### config.mk
export PLATFORM = sky130hd
export DESIGN_NAME = searchable_message_fifo
export DESIGN_NICKNAME = d
export VERILOG_FILES = /design/src/hw/rtl/smf_pkg.sv /design/src/hw/rtl/smf_cell.sv /design/src/hw/rtl/searchable_message_fifo.sv
export SDC_FILE = /design/constraint.sdc
export NUM_CORES = 1
export LEC_CHECK = 0
export BUFFER_PORTS_ARGS = -buffer_cell sky130_fd_sc_hd__buf_4
export CORE_ASPECT_RATIO = 1.2
export CORE_UTILIZATION = 51
export DETAILED_ROUTE_END_ITERATION = 16
export GPL_ROUTABILITY_DRIVEN = 0
export PLACE_DENSITY = 0.67
export SLEW_MARGIN = 20
export SYNTH_ARGS = -nofsm -noshare
export SYNTH_HDL_FRONTEND = slang
export SYNTH_SLANG_ARGS = --single-unit
### constraint.sdc
create_clock -name clk -period 5.56 [get_ports clk]
set_input_delay 0.834 -clock clk [delete_from_list [all_inputs] [get_ports clk]]
set_output_delay 0.834 -clock clk [all_outputs]
set_load 0.05 [all_outputs]
### src/hw/rtl/smf_pkg.sv
`timescale 1ns / 1ps
`default_nettype none
// ----------------------------------------------------------------------------
// smf_pkg
// Shared types and constants for the searchable message fifo.
// ----------------------------------------------------------------------------
package smf_pkg;

  // fixed field widths of the channels
  localparam int OPCODE_W = 2;
  localparam int VALUE_W  = 16;
  localparam int STATUS_W = 2;
  localparam int COUNT_W  = 5;

  // default sizing
  localparam int DEPTH_DEF      = 16;
  localparam int DATA_WIDTH_DEF = 16;

  // opcodes
  localparam logic [OPCODE_W-1:0] OP_ENQ   = 2'd0;
  localparam logic [OPCODE_W-1:0] OP_DEQ   = 2'd1;
  localparam logic [OPCODE_W-1:0] OP_SRCH  = 2'd2;
  localparam logic [OPCODE_W-1:0] OP_CLEAR = 2'd3;

  // result status codes
  localparam logic [STATUS_W-1:0] STAT_DONE  = 2'd0;
  localparam logic [STATUS_W-1:0] STAT_FULL  = 2'd1;
  localparam logic [STATUS_W-1:0] STAT_EMPTY = 2'd2;

  // per-cycle command broadcast to every cell of the chain
  typedef struct packed {
    logic enq;        // write key into the cell at the tail
    logic deq;        // every cell takes its right neighbor's entry
    logic srch_load;  // capture the local compare result
    logic srch_step;  // fold in the right neighbor's hit flag
  } cell_ctl_t;

endpackage : smf_pkg
`default_nettype wire

### src/hw/rtl/smf_cell.sv
`timescale 1ns / 1ps
`default_nettype none
// ----------------------------------------------------------------------------
// smf_cell
// One slot of the queue chain: holds one entry, shifts toward the head on
// dequeue and passes its search hit flag toward the head one step a cycle.
// ----------------------------------------------------------------------------
module smf_cell #(
  parameter int DATA_WIDTH = 16,
  parameter int CNT_W      = 5,
  parameter int IDX        = 0
) (
  input  wire                     clk,
  input  wire smf_pkg::cell_ctl_t ctl,
  input  wire [CNT_W-1:0]         count,
  input  wire [DATA_WIDTH-1:0]    key,
  input  wire [DATA_WIDTH-1:0]    right_data,
  input  wire                     right_hit,
  output logic [DATA_WIDTH-1:0]   data_r,
  output logic                    hit_r
);
  import smf_pkg::*;

  logic [DATA_WIDTH-1:0] data_nxt;
  logic                  hit_nxt;
  logic                  held;
  logic                  is_tail;
  logic                  match;

  // slot occupancy follows from the fill count
  assign held    = count > CNT_W'(IDX);
  assign is_tail = count == CNT_W'(IDX);
  assign match   = held && (data_r == key);

  // entry update: load at the tail, shift on dequeue
  always_comb begin
    data_nxt = data_r;
    if (ctl.enq && is_tail) begin
      data_nxt = key;
    end else if (ctl.deq) begin
      data_nxt = right_data;
    end
  end

  // hit flag: local compare, then or-in from the right each step
  always_comb begin
    hit_nxt = hit_r;
    if (ctl.srch_load) begin
      hit_nxt = match;
    end else if (ctl.srch_step) begin
      hit_nxt = hit_r | right_hit;
    end
  end

  always_ff @(posedge clk) begin
    data_r <= data_nxt;
    hit_r  <= hit_nxt;
  end

endmodule : smf_cell
`default_nettype wire

### src/hw/rtl/searchable_message_fifo.sv
`timescale 1ns / 1ps
`default_nettype none
// ----------------------------------------------------------------------------
// searchable_message_fifo
// Bounded message queue built as a chain of cells, with enqueue, dequeue,
// membership search and clear. One result per operation.
// ----------------------------------------------------------------------------
//  channel | ports                                   | direction
//  --------+-----------------------------------------+----------
//  in      | in_valid in_ready in_opcode in_value    | to block
//  out     | out_valid out_ready out_status          | from block
//          | out_data_out out_found out_count        |
//          | out_is_empty                            |
//
// Enqueue, dequeue and clear register their result at the accepting edge.
// A search first has the cells compare, then the hit flag walks toward the
// head, and the result is registered once every cell's flag is folded in.
// Reset clears the fill count and control; entries are not cleared.
// A new item is taken while the previous result is being transferred out;
// a stalled output or a search in progress holds further input off.
// ----------------------------------------------------------------------------
module searchable_message_fifo #(
  parameter int DEPTH      = smf_pkg::DEPTH_DEF,
  parameter int DATA_WIDTH = smf_pkg::DATA_WIDTH_DEF
) (
  input  wire                          clk,
  input  wire                          rst_n,
  input  wire                          in_valid,
  output logic                         in_ready,
  input  wire [smf_pkg::OPCODE_W-1:0]  in_opcode,
  input  wire [smf_pkg::VALUE_W-1:0]   in_value,
  output logic                         out_valid,
  input  wire                          out_ready,
  output logic [smf_pkg::STATUS_W-1:0] out_status,
  output logic [smf_pkg::VALUE_W-1:0]  out_data_out,
  output logic                         out_found,
  output logic [smf_pkg::COUNT_W-1:0]  out_count,
  output logic                         out_is_empty
);
  import smf_pkg::*;

  localparam int CNT_W  = $clog2(DEPTH + 1);
  localparam int STEP_W = $clog2(DEPTH);

  // controller states
  localparam logic S_IDLE = 1'b0;
  localparam logic S_SRCH = 1'b1;

  logic                  state_r, state_nxt;
  logic [CNT_W-1:0]      count_r, count_nxt;
  logic [STEP_W-1:0]     step_r, step_nxt;
  logic                  out_valid_r, out_valid_nxt;
  logic [STATUS_W-1:0]   status_r, status_nxt;
  logic [VALUE_W-1:0]    data_out_r, data_out_nxt;
  logic                  found_r, found_nxt;
  logic [COUNT_W-1:0]    count_out_r, count_out_nxt;
  logic                  empty_r, empty_nxt;

  cell_ctl_t             ctl;
  logic                  accept;
  logic                  full;
  logic                  empty;
  logic [DATA_WIDTH-1:0] key;
  logic [DATA_WIDTH+VALUE_W-1:0] key_ext;
  logic [VALUE_W+DATA_WIDTH-1:0] head_ext;
  logic [COUNT_W+CNT_W-1:0]      cnt_ext;

  logic [DATA_WIDTH-1:0] cell_data [DEPTH];
  logic                  cell_hit  [DEPTH];

  assign full  = count_r == CNT_W'(DEPTH);
  assign empty = count_r == '0;

  // input value sized to the entry width
  assign key_ext = {{DATA_WIDTH{1'b0}}, in_value};
  assign key     = key_ext[DATA_WIDTH-1:0];

  // head entry sized to the result field
  assign head_ext = {{VALUE_W{1'b0}}, cell_data[0]};
  assign cnt_ext  = {{COUNT_W{1'b0}}, count_nxt};

  // input taken only when idle and the result register frees up
  assign in_ready = (state_r == S_IDLE) && (!out_valid_r || out_ready);
  assign accept   = in_valid && in_ready;

  // cell commands and next controller state
  always_comb begin
    ctl           = '0;
    state_nxt     = state_r;
    count_nxt     = count_r;
    step_nxt      = step_r;
    out_valid_nxt = out_valid_r && !out_ready;
    status_nxt    = status_r;
    data_out_nxt  = data_out_r;
    found_nxt     = found_r;
    empty_nxt     = empty_r;
    if (accept) begin
      status_nxt   = STAT_DONE;
      data_out_nxt = '0;
      found_nxt    = 1'b0;
      case (in_opcode)
        OP_ENQ: begin
          out_valid_nxt = 1'b1;
          if (full) begin
            status_nxt = STAT_FULL;
          end else begin
            ctl.enq   = 1'b1;
            count_nxt = count_r + 1'b1;
          end
        end
        OP_DEQ: begin
          out_valid_nxt = 1'b1;
          if (empty) begin
            status_nxt = STAT_EMPTY;
          end else begin
            ctl.deq      = 1'b1;
            data_out_nxt = head_ext[VALUE_W-1:0];
            count_nxt    = count_r - 1'b1;
          end
        end
        OP_SRCH: begin
          ctl.srch_load = 1'b1;
          step_nxt      = '0;
          state_nxt     = S_SRCH;
        end
        OP_CLEAR: begin
          out_valid_nxt = 1'b1;
          count_nxt     = '0;
        end
        default: begin
          out_valid_nxt = 1'b1;
        end
      endcase
      empty_nxt = count_nxt == '0;
    end else if (state_r == S_SRCH) begin
      ctl.srch_step = 1'b1;
      step_nxt      = step_r + 1'b1;
      if (step_r == STEP_W'(DEPTH - 2)) begin
        state_nxt     = S_IDLE;
        out_valid_nxt = 1'b1;
        found_nxt     = cell_hit[0] | cell_hit[1];
      end
    end
  end

  assign count_out_nxt = cnt_ext[COUNT_W-1:0];

  // control registers
  always_ff @(posedge clk) begin
    if (!rst_n) begin
      state_r     <= S_IDLE;
      count_r     <= '0;
      out_valid_r <= 1'b0;
    end else begin
      state_r     <= state_nxt;
      count_r     <= count_nxt;
      out_valid_r <= out_valid_nxt;
    end
  end

  // result and step registers
  always_ff @(posedge clk) begin
    step_r      <= step_nxt;
    status_r    <= status_nxt;
    data_out_r  <= data_out_nxt;
    found_r     <= found_nxt;
    count_out_r <= count_out_nxt;
    empty_r     <= empty_nxt;
  end

  // chain of cells, index 0 holds the oldest entry
  for (genvar i = 0; i < DEPTH; i++) begin : g_cell
    logic [DATA_WIDTH-1:0] rdata;
    logic                  rhit;
    if (i == DEPTH - 1) begin : g_last
      assign rdata = '0;
      assign rhit  = 1'b0;
    end else begin : g_mid
      assign rdata = cell_data[i+1];
      assign rhit  = cell_hit[i+1];
    end
    smf_cell #(
      .DATA_WIDTH (DATA_WIDTH),
      .CNT_W      (CNT_W),
      .IDX        (i)
    ) u_cell (
      .clk        (clk),
      .ctl        (ctl),
      .count      (count_r),
      .key        (key),
      .right_data (rdata),
      .right_hit  (rhit),
      .data_r     (cell_data[i]),
      .hit_r      (cell_hit[i])
    );
  end

  assign out_valid    = out_valid_r;
  assign out_status   = status_r;
  assign out_data_out = data_out_r;
  assign out_found    = found_r;
  assign out_count    = count_out_r;
  assign out_is_empty = empty_r;

endmodule : searchable_message_fifo
`default_nettype wire
# Word-level counts from Yosys, hierarchy flattened
# Index checks and enable logic that the tools add are counted.
# Widths: inputs -> output; s select.
# word_totals
reg_bits,308
latchBits,0
ramBits,0
romBits,0
in_bits,22
out_inout_bits,27
wordCells,266
n_memories,0
# classes
addsub,3
mul,0
div_mod_pow,0
magnitude_cmp,16
n_eq_ne,37
n_shift,0
n_mux,89
n_bitwise,17
n_reduce_logical,63
# op_table
op,n
$mux 16,32
$eq 16x16->1,16
$mux 1,46
$eq 5x4->1 const B,8
$gt 5x4->1 const B,8
$reduce_bool 2->1,18
$logic_and 1x1->1,35
$eq 5x3->1 const B,4
$gt 5x3->1 const B,4
$mux 5,4
$or 1x1->1,15
$pmux 5 s3,1
$mux 4,3
$eq 5x2->1 const B,2
$gt 5x1->1 const B,2
$gt 5x2->1 const B,2
$logic_not 5->1,2
$add 5x1->5 const B,1
$eq 5x1->1 const B,1
$eq 5x5->1 const B,1
$sub 5x1->5 const B,1
$add 4x1->4 const B,1
$eq 2x2->1 const B,2
$eq 4x4->1 const B,1
12 further kinds,15

# Logic depth before layout (Yosys ltp)
# Gate-level depths: netlist of run 1.
# depth
ltp_word,7
mapped_depth,11
ltp_nobuf,7

# Cells and area by module
# From an unflattened synthesis of run 1, not the netlist that was laid out.
# unflattened
hier_cells,1189
area_unflattened_um2,17301.6
# by_module_without_submodules
mod,instances,cells_per_inst,area_each_um2,seq_area_each_um2
smf_cell (g_cell[13].u_cell ...),3,63,972.2,510.5
smf_cell (g_cell[12].u_cell ...),2,64,978.4,510.5
smf_cell (g_cell[5].u_cell ...),2,63,953.4,510.5
searchable_message_fifo,1,177,1830.5,950.9
smf_cell (g_cell[11].u_cell),1,65,983.4,510.5
smf_cell (g_cell[10].u_cell),1,64,979.7,510.5
smf_cell (g_cell[14].u_cell),1,63,979.7,510.5
smf_cell (g_cell[7].u_cell),1,62,973.4,510.5
smf_cell (g_cell[0].u_cell),1,63,969.7,510.5
smf_cell (g_cell[4].u_cell),1,64,967.2,510.5
smf_cell (g_cell[6].u_cell),1,63,954.7,510.5
smf_cell (g_cell[2].u_cell),1,63,952.2,510.5
smf_cell (g_cell[15].u_cell),1,62,930.9,510.5

# Worst setup path after synthesis of run 1
# No wires, ideal clock.
# synth_path
path_kind,input-to-reg
start,in out_ready
end,"reg g_cell[9].u_cell.data_r[0], enable pin"
setup_ns,0.411
t_arrival_ns,2.604
t_required_ns,5.149
path_slack_ns,2.545
path_stages,5
path_buffers,1
cell_sequence,nor2b_1 > buf_2 > nor2_2 > nand2_1 > o21ai_0
# synth_between
elab_chain_len,6
# synth_rtl
element,line,source
from (decl),searchable_message_fifo.sv:33,"input wire out_ready,"
$logic_or 1x1->1 *,searchable_message_fifo.sv:83,assign in_ready = (state_r == S_IDLE) && (!out_valid_r || out_ready);
$logic_and 1x1->1 *,searchable_message_fifo.sv:83,
$logic_and 1x1->1 *,searchable_message_fifo.sv:84,assign accept = in_valid && in_ready;
$mux 3 *,searchable_message_fifo.sv:97,if (accept) begin
$logic_and 1x1->1,smf_cell.sv:38,if (ctl.enq && is_tail) begin
$reduce_bool 2->1 (no source line) *,n/a,
to (signal assigned),smf_cell.sv:56,data_r <= data_nxt;
to (decl),smf_cell.sv:19,"output logic [DATA_WIDTH-1:0] data_r,"
# Every way passes the cells marked *; elsewhere a longest branch is shown, timed or not.
# A chain may end at the register's enable or synchronous reset.

# Worst setup path after layout of run 1
# layout_path
start,reg count_r[0]
end,"reg g_cell[12].u_cell.data_r[12], enable pin"
# layout_between
elab_chain_len,6
elab_cells_between_ends,10
cone_classes,eq/ne: 2; mux: 5; reduce/logical: 3
# layout_rtl
element,line,source
from (decl),searchable_message_fifo.sv:50,"logic [CNT_W-1:0] count_r, count_nxt;"
from (signal assigned),searchable_message_fifo.sv:156,count_r <= count_nxt;
$eq 5x5->1,searchable_message_fifo.sv:71,assign full = count_r == CNT_W'(DEPTH);
$mux 1,searchable_message_fifo.sv:104,if (full) begin
$mux 1,searchable_message_fifo.sv:101,case (in_opcode)
$mux 3,searchable_message_fifo.sv:97,
$logic_and 1x1->1,smf_cell.sv:38,
$reduce_bool 2->1 (no source line) *,n/a,
to (signal assigned),smf_cell.sv:56,
to (decl),smf_cell.sv:19,
# Marked as above.

==> results.md, run 1 <==
Status:
- The flow ran to the end, and the final reports show no timing, DRC or antenna violations.

Synthesis:
- Each instance of the synthesized netlist takes up on average 13.59 um^2.
- The number of synthesized flops with an enable pin is 295.
- The sequential-to-total area share from yosys stat is 54.34%.
- The cell area that synthesis handed to floorplanning was between 15000 and 20000 um^2.
- The net count after synthesis is 1265.
- In the synthesized netlist the async set-or-reset flop fraction comes to 0%.
- The register bit total from synthesis is 308.
- The most used flip-flop cell after synthesis is edfxtp_1.
- The cell count after synthesis came out at 1235.
- The number of warnings reported in the yosys synthesis log is 0.
- Yosys mapped the design onto a little over 60 distinct sky130hd cell types.

GRT:
- The maximum number of pins on one net before global-route repair is 33.
- The global-route usage over all layers is 23.48%.
- The first-pass GRT wire length is between 50 and 60 mm.
- The total overflow left after global routing is 0.
- The via count of the first global-routing pass was 9804.
- The number of antenna violations at the first check in global routing is 0.

Detailed routing:
- The final route contains 9688 vias.
- After detailed routing, the number of vias per cell comes to 5.875.
- The first TritonRoute pass finished after 5 iterations.
- In the final routed layout, each cell accounts on average for 23.55 um.
- The remaining design rule violation count is 0.
- The remaining number of nets flagged by the antenna check after routing is 0.
- Summed over all layers, the routed wires come to 38.83 mm.
- The detailed router finished its first iteration with 873 violations.

Power:
- Overall power consumption after layout is estimated at 5.154 mW.
- The reported net switching power is 1.239 mW.
- The clock network is responsible for about 40% of the overall power.
- The share of power burned in registers is 50.6%.
- The total power per unit cell area is around 280 nW/um^2.
- Combinational logic burns 8.4% of the power.
- The worst vdd rail ir drop is 0.2166 mV.
- The internal power of the cells totals 3.914 mW.
- The static leakage power is 6.248 nW.
- The switching portion of total power is ~24%.

Clocking:
- The count of cells resized by post-cts repair is 0.
- At the later pin of the worst-skew pair, clock insertion delay measures 580 ps.
- The root buffer cell chosen for the clock tree is clkbuf_16.
- The number of buffers added by the clock tree synthesis step is 31.
- The clock-pin slew on the worst setup and hold paths is 60 ps.
- The longest clock path from root to sink contains 3 buffers.
- The post-CTS repair timing setup buffer count is 0.
- Buffers inserted to repair hold after CTS numbered 0.
- The clock tree from TritonCTS is built.
- Clock tree synthesis found a total of 308 sinks.
- The CTS H-tree depth is 1.

Worst setup path:
- STA classifies the critical path endpoint as a flop.
- The category of the critical setup timing path is reg -> reg.
- The worst setup path is launched from a flop.
- At the worst endpoint, the arrival time is 3740 ps.
- Along the worst path, the maximum fanout reaches 17.
- The data required time at the worst endpoint is 5760 ps.

Timing:
- The fmax is 0.2826 GHz.
- Setup repair after global routing left no endpoint under its margin.
- For the final database, setup skew stands at about 21 ps.
- The total negative slack for setup checks is 0 ps.
- Setup violations remaining at the end of the flow were counted as 0.
- The hold violation count in the final report is 0.
- Headroom to the max-slew limit came out at between 20 and 30%.
- Setup slack closes at ~2000 ps.
- The routed design could run at a clock period as short as 3539 ps.
- The final-report max-slew violation count is 0.
- The worst path uses 63.65% of the clock period.
- The measured slew at the worst slew-check pin is 1064 ps.

Floorplan:
- The total core area is approximately 32000 um^2.
- The chip width is 167.6 um.
- The initial core utilization is 51.89%.
- The die covers around 34000 um^2.
- slightly below 50 I/O pins were placed.
- The chip height is 200.7 um.
- The number of rows in the core area is 72.

Worst hold path:
- The path class of the tightest hold or removal check is reg -> reg.

Cells and area:
- The total inserted antenna cells is 0.
- The most common library cell in the layout ignoring fill and taps is edfxtp_1.
- Of the cells placed in the final design, the portion with a size suffix greater than 1 is about 30%.
- The count of nets after finishing is 1248.
- In the layout the commonest cells are 295 x edfxtp_1, 204 x mux2_2, 136 x xor2_1.
- The finished layout cell area is 18220 um^2.
- The area added between synthesis and finish is 8.559%.

Placed design:
- Port buffering added 48 buffers.
- Detailed placement finished with a half-perimeter wire length of 25.26 mm.
- Once placement finished, the instance area stood at 17180 um^2.
- Prior to clock tree synthesis, the placed netlist has a worst setup slack of 1793 ps.

Job:
- Across the run, the number of max-cap violations was 0.
cells in the mapped netlist, types with 6 or more instances:
master / number / area (um^2)
a21oi_1: 14 / 70.07
a31oi_1: 8 / 50.05
and2_1: 21 / 131.4
and3_1: 19 / 118.9
buf_1: 6 / 22.52
buf_2: 20 / 100.1
buf_4: 6 / 45.04
buf_6: 10 / 112.6
clkbuf_1: 62 / 232.7
dfxtp_1: 13 / 260.3
edfxtp_1: 295 / 8859
ha_1: 8 / 100.1
inv_1: 11 / 41.29
mux2_1: 7 / 78.83
mux2_2: 204 / 2297
mux2_4: 29 / 435.4
nand2_1: 26 / 97.59
nand3_1: 13 / 65.06
nand4_1: 36 / 225.2
nor2_1: 18 / 67.56
nor2_2: 6 / 37.54
nor3_1: 10 / 50.05
nor4_1: 40 / 250.2
o21ai_0: 36 / 180.2
xnor2_1: 123 / 1077
xor2_1: 136 / 1191
state kept, by name, indices dropped and copies added (netlist names):
register              cells
out_is_empty              1
count_r                   5
out_status                2
out_valid                 1
out_data_out             16
out_count                 5
step_r                    4
g_cell.u_cell.data_r    256
g_cell.u_cell.hit_r      16
out_found                 1
state_r                   1
area by class of cell:
cell class | instances | area (um^2)
sequential | 308 | 9119
clock buffer | 34 | 807.0
clock inverter | 23 | 227.7
timing repair buffer | 55 | 412.9
inverter | 11 | 41.29
fill | 2668 | 14120
tap | 407 | 509.2
multi-input combinational | 811 | 7102
cells by family after synthesis:
group | count (synthesis) | share of synthesized area (%)
adder cells (fa/ha/maj) | 8 | 0.5965
XOR/XNOR | 259 | 13.52
multiplexers | 241 | 16.81
AO/OA/AOI/OAI | 79 | 2.811
AND/OR/NAND/NOR | 224 | 8.537
flip-flops | 308 | 54.34
buffers and inverters | 116 | 3.392
power by group through the flow:
stage	Clock [mW]	Sequential, mW	Combinational, mW
after CTS	2.15	2.61	0.433
after detailed placement	0	2.66	0.430
after global routing	2.24	2.61	0.463
after floorplan	0	2.69	0.277
after global placement	0	2.65	0.425
final	2.12	2.61	0.432
metrics by stage:
step           cells  hold WS [ps]  util (%)
4_1_cts         1649         475.5     56.33
3_5_place_dp    1592         486.4     53.13
3_3_place_gp    1592         471.4     53.11
5_1_grt         1649         509.2     56.33
6_report        1649         491.4     56.33
2_1_floorplan   1235         464.0         -
critical path, stage by stage, from the launching register on:
cell and delay [ps]:
dfxtp_1 690, inv_1 170, ha_1 330, nor4b_4 180, nor2_1 340, nand2b_1 640, nand2_1 810
layer usage:
layer / wire [um] / vias up / global-route usage [%]
li1: - / 4479 / -
met1: 17000 / 4870 / 31.83
met2: 19000 / 279 / 39.85
met3: 1883 / 60 / 2.445
met4: 948 / 0 / 6.913
met5: 0 / - / 0
worst paths after layout:
kind | start | endpoint | slack (ps) | depth (start not counted)
worst min-delay path | out_found$_SDFFE_PP0P_ | out_found$_SDFFE_PP0P_ | 490 | 2
worst max register to register | count_r[0]$_SDFF_PN0_ | g_cell[12].u_cell.data_r[12]$_DFFE_PP_ | 2020 | 6
worst max-delay path | count_r[0]$_SDFF_PN0_ | g_cell[12].u_cell.data_r[12]$_DFFE_PP_ | 2020 | 6
worst min register to register | out_found$_SDFFE_PP0P_ | out_found$_SDFFE_PP0P_ | 490 | 2
No activity file was read; power rests on OpenSTA's default activity.
==> run 2: changes to the inputs <==
ABC_AREA = 1   (was not set)
clock period = 3.4 ns   (was 5.56 ns; I/O delays follow)
==> run 2 against run 1 <==
Maximum frequency is 12% higher. Sequential power is 67% higher. Register-to-register slack got worse by 1800 ps. Flip-flop and latch count stayed put. Global-route usage up 4.8 points. Clock skew decreased by 7.5 ps. Setup slack lost 1800 ps. Clock power rose by 59%.
==> results.md, run 2 <==
Worst setup path:
- The standard cell with the maximum stage delay on the critical path is dfxtp_1 (was nand2_1).
- The category of the critical setup timing path is reg -> reg (unchanged).
- The setup slack of the most critical reg-to-reg path came to 250 ps (was 2020 ps).
- The type of origin of the critical path is a flop (unchanged).
- Critical-path cell list: clkinv_1 > ha_1 > nand2_1 > inv_1 > nand2_2 > nand2_1 > nor2_4 > nand4_1 > nand2_1 > buf_4 (was inv_1 > ha_1 > nor4b_4 > nor2_1 > nand2b_1 > nand2_1).
- The data arrival time of the critical path came to 3430 ps (was 3740 ps).
- The data required time at the worst endpoint is 3680 ps (was 5760 ps).
- The critical register-to-register path endpoint is g_cell[6].u_cell.data_r[9]$_DFFE_PP_ (was g_cell[12].u_cell.data_r[12]$_DFFE_PP_).
- The kind of end point of the critical path is a flop (unchanged).
- The most frequent cell on the critical path is nand2_1.
- The launch point of the worst reg-to-reg path is count_r[1]$_SDFF_PN0_ (was count_r[0]$_SDFF_PN0_).
- The maximum fanout count along the critical path is 16 (was 17).
- The path depth of the worst reg2reg path is 10 (was 6).
- The maximum single-stage delay on the critical path is 610 ps (was 810 ps).

Synthesis:
- The register bit total from synthesis is 308 (unchanged).
- The number of synthesized flops with an enable pin is 295 (unchanged).
- The sequential-to-total area share from yosys stat is 56.10% (was 54.34%).
- The share of the synthesized area in the top cell type was 54.50% (was 52.78%).
- Synth area leaders: edfxtp_1 54%, nand2_1 9.6%, o21ai_0 9.1% (was edfxtp_1 53%, mux2_2 14%, xor2_1 7.1%).
- The distinct cell type count of the synthesized netlist is 37 (was 62).
- The cell accounting for the most synthesized area is edfxtp_1 (unchanged).
- The most used flip-flop cell after synthesis is edfxtp_1 (unchanged).
- The post-synthesis cell area is 16250 um^2 (was 16780 um^2).
- Commonest cells post-synth: 415 x nand2_1, 297 x o21ai_0, 295 x edfxtp_1, 158 x xnor2_1, 143 x nor2_1 (was 295 x edfxtp_1, 204 x mux2_2, 136 x xor2_1, 123 x xnor2_1, 62 x clkbuf_1).
- The post-synthesis async set-or-reset flop share came to 0% (unchanged).
- The per-instance average area after synthesis was 9.450 um^2 (was 13.59 um^2).
- The synthesized netlist cell count is 1720 (was 1235).
- The net count after synthesis came to 1750 (was 1265).
- The most numerous cell in the Yosys netlist is nand2_1 (was edfxtp_1).
- The number of warnings reported in the yosys synthesis log is 0 (unchanged).

Clocking:
- The worst-case clock buffer depth is 3 (unchanged).
- The number of buffers added to fix hold violations after cts came to 0 (unchanged).
- The TritonCTS sink count is 308 (unchanged).
- The CTS H-tree depth is 1 (unchanged).
- The clock tree from TritonCTS was built (unchanged).
- The later-pin clock latency in the skew report is 580 ps (about the same).
- The clock-pin slew on the worst setup and hold paths is 70 ps (was 60 ps).
- The buffer type at the clock tree root is clkbuf_16 (unchanged).
- The post-CTS repair timing setup buffer count is 0 (unchanged).
- The count of cells resized by post-cts repair is 0 (unchanged).
- The number of buffers added by the clock tree synthesis step was 31 (unchanged).

Cells and area:
- The most common library cell in the layout ignoring fill and taps is nand2_1 (was edfxtp_1).
- The count of nets after finishing is 1756 (was 1248).
- Commonest cells after routing, fill and taps aside: 413 x nand2_1, 297 x o21ai_0, 295 x edfxtp_1 (was 295 x edfxtp_1, 204 x mux2_2, 136 x xor2_1).
- The total inserted antenna cells is 0 (unchanged).
- The number of flip-flops under the largest register name is 256 (unchanged).
- The fraction of layout instances using a drive strength above 1 is 8.971% (was 29.95%).
- The top register by number of flip-flops is g_cell.u_cell.data_r (unchanged).
- The area added between synthesis and finish is 10.41% (was 8.559%).

Timing:
- The fmax is 0.3174 GHz (was 0.2826 GHz).
- The remaining max-slew budget at the tightest pin came to 22.55% (was 29.09%).
- The total negative slack for setup checks is 0 ps (unchanged).
- The share of the cycle needed by the critical path after routing is 92.67% (was 63.65%).
- The final-report max-slew violation count is 0 (unchanged).
- Unrepaired setup endpoints after global routing: false (unchanged).
- The measured slew at the worst slew-check pin is 1162 ps (was 1064 ps).
- The final-report setup violation count is 0 (unchanged).
- The worst hold margin was 176.6 ps (was 491.4 ps).
- The shortest clock period the worst path allows after layout came to 3151 ps (was 3539 ps).
- The hold violation count in the final report is 0 (unchanged).
- The post-route clock skew is 13.97 ps (was 21.46 ps).

Power:
- The worst vdd rail ir drop came to 0.3878 mV (was 0.2166 mV).
- The static leakage power came to 6.887 nW (was 6.248 nW).
- The total power per unit cell area came to 482.1 nW/um^2 (was 282.9 nW/um^2).

Floorplan:
- The initial core utilization is 51.83% (was 51.89%).
- The I/O pin count came to 49 (unchanged).
- The chip width came to 165.0 um (was 167.6 um).
- The chip height is 197.6 um (was 200.7 um).
- The total core area is 31360 um^2 (was 32340 um^2).
- The number of rows in the core area is 71 (was 72).
- The total die area is 32590 um^2 (was 33640 um^2).

Detailed routing:
- The detailed-route wire length per cell came to 20.96 um (was 23.55 um).
- The per-cell via count in the routed design came to 5.688 (was 5.875).
- The total routed wirelength was 45.09 mm (was 38.83 mm).
- The DRC violation total after the first TritonRoute iteration is 1345 (was 873).
- The number of iterations in the first detailed-routing pass is 6 (was 5).
- The remaining design rule violation count came to 0 (unchanged).
- The remaining number of nets flagged by the antenna check after routing is 0 (unchanged).
- The count of vias placed by the detailed router was 12230 (was 9688).

Status:
- Result of the run: finished clean (unchanged).

Worst hold path:
- The origin of the worst min-delay path is rst_n (was out_found$_SDFFE_PP0P_).
- The hold-critical path endpoint is count_r[2]$_SDFF_PN0_ (was out_found$_SDFFE_PP0P_).
- The cell depth of the worst hold path was 2 (unchanged).
- The path type of the worst min-delay path is in -> reg (was reg -> reg).

Job:
- The number of max-capacitance violations reported is 0 (unchanged).

GRT:
- The global-route usage over all layers was 28.23% (was 23.48%).
- The first-pass GRT wire length came to 67.03 mm (was 59.79 mm).
- The number of antenna violations at the first check in global routing is 0 (unchanged).
- The via count of the first global-routing pass is 11430 (was 9804).
- The total global routing overflow is 0 (unchanged).
- The maximum number of pins on one net before global-route repair is 34 (was 33).

Placed design:
- The number of port buffers is 48 (unchanged).
- The HPWL after detailed placement came to 30.16 mm (was 25.26 mm).
==> run 2: changes by cell type after synthesis, sizes merged, moves of 37 or more <==
cell,delta
inv,+69
mux2,-240
nand2,+391
nand3,+37
nor2,+122
nor4,-40
o21ai,+266
xor2,-102
==> run 2: worst max path at each step <==
| stage | end | startpoint |
|---|---|---|
| after floorplan | g_cell[15].u_cell.data_r[0]$_SDFFCE_PN0P_ | out_valid$_SDFF_PN0_ |
| after global placement | g_cell[14].u_cell.data_r[8]$_DFFE_PP_ | count_r[1]$_SDFF_PN0_ |
| after detailed placement | g_cell[14].u_cell.data_r[14]$_DFFE_PP_ | count_r[1]$_SDFF_PN0_ |
| after CTS | g_cell[14].u_cell.data_r[8]$_DFFE_PP_ | count_r[1]$_SDFF_PN0_ |
| after global routing | g_cell[0].u_cell.data_r[0]$_DFFE_PP_ | count_r[1]$_SDFF_PN0_ |
| final | g_cell[6].u_cell.data_r[9]$_DFFE_PP_ | count_r[1]$_SDFF_PN0_ |
==> run 2: final cells by class <==
class | instances | area (um^2)
fillers | 2755 | 13410
repair buffers | 93 | 698.2
flip-flops and latches | 308 | 9119
clock inverters | 21 | 202.7
multi-input cells | 1211 | 6327
inverters | 81 | 304.0
well taps | 401 | 501.7
clock buffers | 36 | 794.5
==> run 2: cells by family after synthesis <==
group / after synthesis / synth area share (%)
AOI/OAI and AO/OA: 328 / 10.31
DFF: 308 / 56.10
xor gates and xnor gates: 192 / 10.35
adders and majority gates: 8 / 0.6158
and+or+nand+nor: 683 / 17.59
buffers and inverters: 201 / 5.042
==> run 2: routing by layer <==
layer	wire length, um	global-route usage (%)
met1	18630	37.90
met2	20030	43.39
met3	4079	5.354
met4	2354	14.71
met5	0	0
==> run 2: power breakdown <==
part           switching, mW  internal (mW)
Sequential            0.0757           4.28
Combinational          0.645          0.279
Clock                   1.42           1.96
Total                   2.14           6.52
==> run 2: through the flow <==
stage	setup WS (ps)	total power [mW]	area, um^2	utilization [%]	cells
after global placement	286.4	5.327	16950	54.04	2094
after global routing	25.38	8.870	17950	57.23	2151
after floorplan	255.4	5.016	16250	-	1720
after CTS	240.5	8.672	17940	57.22	2151
after detailed placement	264.5	5.341	16950	54.04	2094
final	249.2	8.652	17950	57.23	2151
==> run 2: critical path, delay by kind of cell (launching register included) <==
kind,cells,cell delay (ps)
buffers and inverters,3,500
and+or+nand+nor,6,1470
DFF,1,610
adders and majority gates,1,250
==> run 3: changes to the inputs <==
ABC_AREA = not set   (was 1)
CAP_MARGIN = 20   (was not set)
==> run 3 against run 2 <==
Core utilization is 0.13 points higher. Sequential share of layout area down 1.7 points. Routed wire length decreased by 11%. Via count is 19% lower. Worst hold slack gained 83 ps. Count of clock-buffer cells in the layout is 6 higher. Flip-flop and latch count did not move. Sequential power decreased by 2%. First-iteration DRC count decreased by 30%. Register-to-register slack gained 120 ps. Combinational power shrank 21%. Cell area up 3.4%. Critical path type unchanged. Largest cell class unchanged. Highest routed layer unchanged.
==> results.md, run 3 (synthesized netlist as in run 1, its figures left out) <==
Timing:
- The total negative slack for setup checks is 0 ps (unchanged).
- The final-report max-slew violation count was 0 (unchanged).
- The worst hold margin is 259.7 ps (was 176.6 ps).
- The remaining max-slew budget at the tightest pin was 38.06% (was 22.55%).
- The shortest clock period the worst path allows after layout came to 3026 ps (was 3151 ps).
- The fmax is 0.3305 GHz (was 0.3174 GHz).
- The final-report setup violation count was 0 (unchanged).
- The share of the cycle needed by the critical path after routing was 89.00% (was 92.67%).
- The measured slew at the worst slew-check pin is 929.2 ps (was 1162 ps).
- The post-route clock skew is 16.55 ps (was 13.97 ps).
- The hold violation count in the final report is 0 (unchanged).
- Unrepaired setup endpoints after global routing: false (unchanged).

Floorplan:
- The chip height was 200.7 um (was 197.6 um).
- The total die area is 33640 um^2 (was 32590 um^2).
- The I/O pin count was 49 (unchanged).
- The chip width is 167.6 um (was 165.0 um).
- The total core area came to 32340 um^2 (was 31360 um^2).
- The number of rows in the core area came to 72 (was 71).
- The initial core utilization is 51.89% (was 51.83%).

Clocking:
- The count of cells resized by post-cts repair is 0 (unchanged).
- The post-CTS repair timing setup buffer count came to 0 (unchanged).
- The buffer type at the clock tree root is clkbuf_16 (unchanged).
- The number of buffers added by the clock tree synthesis step is 34 (was 31).
- The clock-pin slew on the worst setup and hold paths is 60 ps (was 70 ps).
- The number of buffers added to fix hold violations after cts was 0 (unchanged).
- The clock tree from TritonCTS is built (unchanged).
- The CTS H-tree depth is 2 (was 1).
- The later-pin clock latency in the skew report is 530 ps (was 580 ps).
- The worst-case clock buffer depth is 3 (unchanged).
- The TritonCTS sink count is 308 (unchanged).

Power:
- The total power per unit cell area is 475.4 nW/um^2 (was 482.1 nW/um^2).
- The static leakage power is 6.465 nW (was 6.887 nW).
- The worst vdd rail ir drop is 0.3050 mV (was 0.3878 mV).
- The overall power is 8.820 mW (was 8.652 mW).

Detailed routing:
- The DRC violation total after the first TritonRoute iteration is 942 (was 1345).
- The detailed-route wire length per cell came to 23.72 um (was 20.96 um).
- The per-cell via count in the routed design is 5.878 (was 5.688).
- The remaining number of nets flagged by the antenna check after routing came to 0 (unchanged).
- The remaining design rule violation count is 0 (unchanged).
- The count of vias placed by the detailed router is 9893 (was 12230).
- The number of iterations in the first detailed-routing pass was 7 (was 6).
- The total routed wirelength was 39.93 mm (was 45.09 mm).

Worst setup path:
- Critical-path cell list: inv_1 > ha_1 > nand4bb_4 > and2_1 > nand4_2 > nand2_1 > buf_4 (was clkinv_1 > ha_1 > nand2_1 > inv_1 > nand2_2 > nand2_1 > nor2_4 > nand4_1 > nand2_1 > buf_4).
- The critical path startpoint is count_r[1]$_SDFF_PN0_ (unchanged).
- The count of cell instances traversed by the critical path is 7 (was 10).
- The category of the critical setup timing path is reg -> reg (unchanged).
- The buffers plus inverters on the worst setup path came to 2 (was 3).
- The type of origin of the critical path is a flop (unchanged).
- The critical register-to-register path endpoint is g_cell[1].u_cell.data_r[1]$_DFFE_PP_ (was g_cell[6].u_cell.data_r[9]$_DFFE_PP_).
- The critical path endpoint is g_cell[1].u_cell.data_r[1]$_DFFE_PP_ (was g_cell[6].u_cell.data_r[9]$_DFFE_PP_).
- The maximum single-stage delay on the critical path is 580 ps (was 610 ps).
- The kind of cell with the highest combined delay on the critical path is simple AND/OR/NAND/NOR gates (unchanged).
- The launch point of the worst reg-to-reg path is count_r[1]$_SDFF_PN0_ (unchanged).
- The data arrival time of the critical path is 3230 ps (was 3430 ps).
- The maximum fanout count along the critical path is 17 (was 16).
- The kind of end point of the critical path is a flop (unchanged).
- The path depth of the worst reg2reg path was 7 (was 10).
- The setup slack of the most critical reg-to-reg path is 370 ps (was 250 ps).
- The data required time at the worst endpoint is 3610 ps (was 3680 ps).
- The standard cell with the maximum stage delay on the critical path is dfxtp_1 (unchanged).

GRT:
- The first-pass GRT wire length was 61.28 mm (was 67.03 mm).
- The via count of the first global-routing pass was 10130 (was 11430).
- The number of antenna violations at the first check in global routing is 0 (unchanged).
- The global-route usage over all layers is 24.26% (was 28.23%).
- The maximum number of pins on one net before global-route repair was 33 (was 34).
- The total global routing overflow came to 0 (unchanged).

Cells and area:
- The area used by sequential logic in the layout is 9119 um^2 (unchanged).
- Commonest cells after routing, fill and taps aside: 295 x edfxtp_1, 204 x mux2_2, 136 x xor2_1 (was 413 x nand2_1, 297 x o21ai_0, 295 x edfxtp_1).
- The total inserted antenna cells was 0 (unchanged).
- The area of combinational cells with multiple inputs is 7094 um^2 (was 6327 um^2).
- The top register by number of flip-flops was g_cell.u_cell.data_r (unchanged).
- The most common library cell in the layout ignoring fill and taps is edfxtp_1 (was nand2_1).
- The fraction of layout instances using a drive strength above 1 was 30.49% (was 8.971%).
- The count of fill cells added during filler insertion is 2629 (was 2755).
- The count of nets after finishing is 1280 (was 1756).
- The number of flip-flops under the largest register name is 256 (unchanged).
- The area added between synthesis and finish is 10.55% (was 10.41%).

Status:
- Result of the run: finished clean (unchanged).

Placed design:
- The number of port buffers is 48 (unchanged).
- The HPWL after detailed placement is 25.78 mm (was 30.16 mm).

Job:
- The number of max-capacitance violations reported is 0 (unchanged).

Worst hold path:
- The path type of the worst min-delay path is in -> reg (unchanged).
run 3: through the flow:
stage               std cells  instance area [um^2]  utilization, %  worst slack [ps]
global placement         1621                 17390           53.78             543.0
finish                   1683                 18550           57.37             373.9
floorplan                1235                 16780               -             590.4
detailed placement       1621                 17390           53.78             437.6
global route             1683                 18550           57.37             220.2
CTS                      1683                 18550           57.37             409.4
run 3: layout make-up:
type	count	area share, %
Clock inverter	20	1.153
Tap cell	407	2.745
Multi-Input combinational cell	811	38.24
Sequential cell	308	49.15
Timing Repair Buffer	84	3.399
Inverter	11	0.2226
Clock buffer	42	5.092
run 3: layer usage:
metal / share of wire (%) / global-route usage (%) / wire length (um) / up-vias
met5: 0 / 0 / 0 / -
met4: 2.9 / 8.519 / 1151 / 0
met3: 5.5 / 3.884 / 2216 / 73
met2: 49 / 40.60 / 19670 / 338
met1: 42 / 31.92 / 16890 / 4917
li1: - / - / - / 4565
run 3: power by group:
group | internal, mW | total [mW] | switching, mW | leakage (nW)
clock network | 2.35 | 3.83 | 1.48 | 0.562
registers | 4.21 | 4.26 | 0.0482 | 2.82
logic | 0.244 | 0.729 | 0.485 | 3.09
total | 6.80 | 8.82 | 2.02 | 6.47
run 3: how the worst min path moves through the flow:
| stage | start | endpoint | cells after the start |
|---|---|---|---|
| 6_report | rst_n | count_r[4]$_SDFF_PN0_ | 2 |
| 5_1_grt | rst_n | count_r[4]$_SDFF_PN0_ | 2 |
| 4_1_cts | rst_n | count_r[4]$_SDFF_PN0_ | 2 |
| 3_5_place_dp | out_found$_SDFFE_PP0P_ | out_found$_SDFFE_PP0P_ | 2 |
| 3_3_place_gp | out_found$_SDFFE_PP0P_ | out_found$_SDFFE_PP0P_ | 2 |
| 2_1_floorplan | state_r$_SDFFE_PN0P_ | state_r$_SDFFE_PN0P_ | 2 |
run 3: worst register-to-register path, cell delays in order (launching register included):
cell and delay [ps]:
dfxtp_1 580, inv_1 210, ha_1 330, nand4bb_4 150, and2_1 390, nand4_2 580, nand2_1 210, buf_4 270
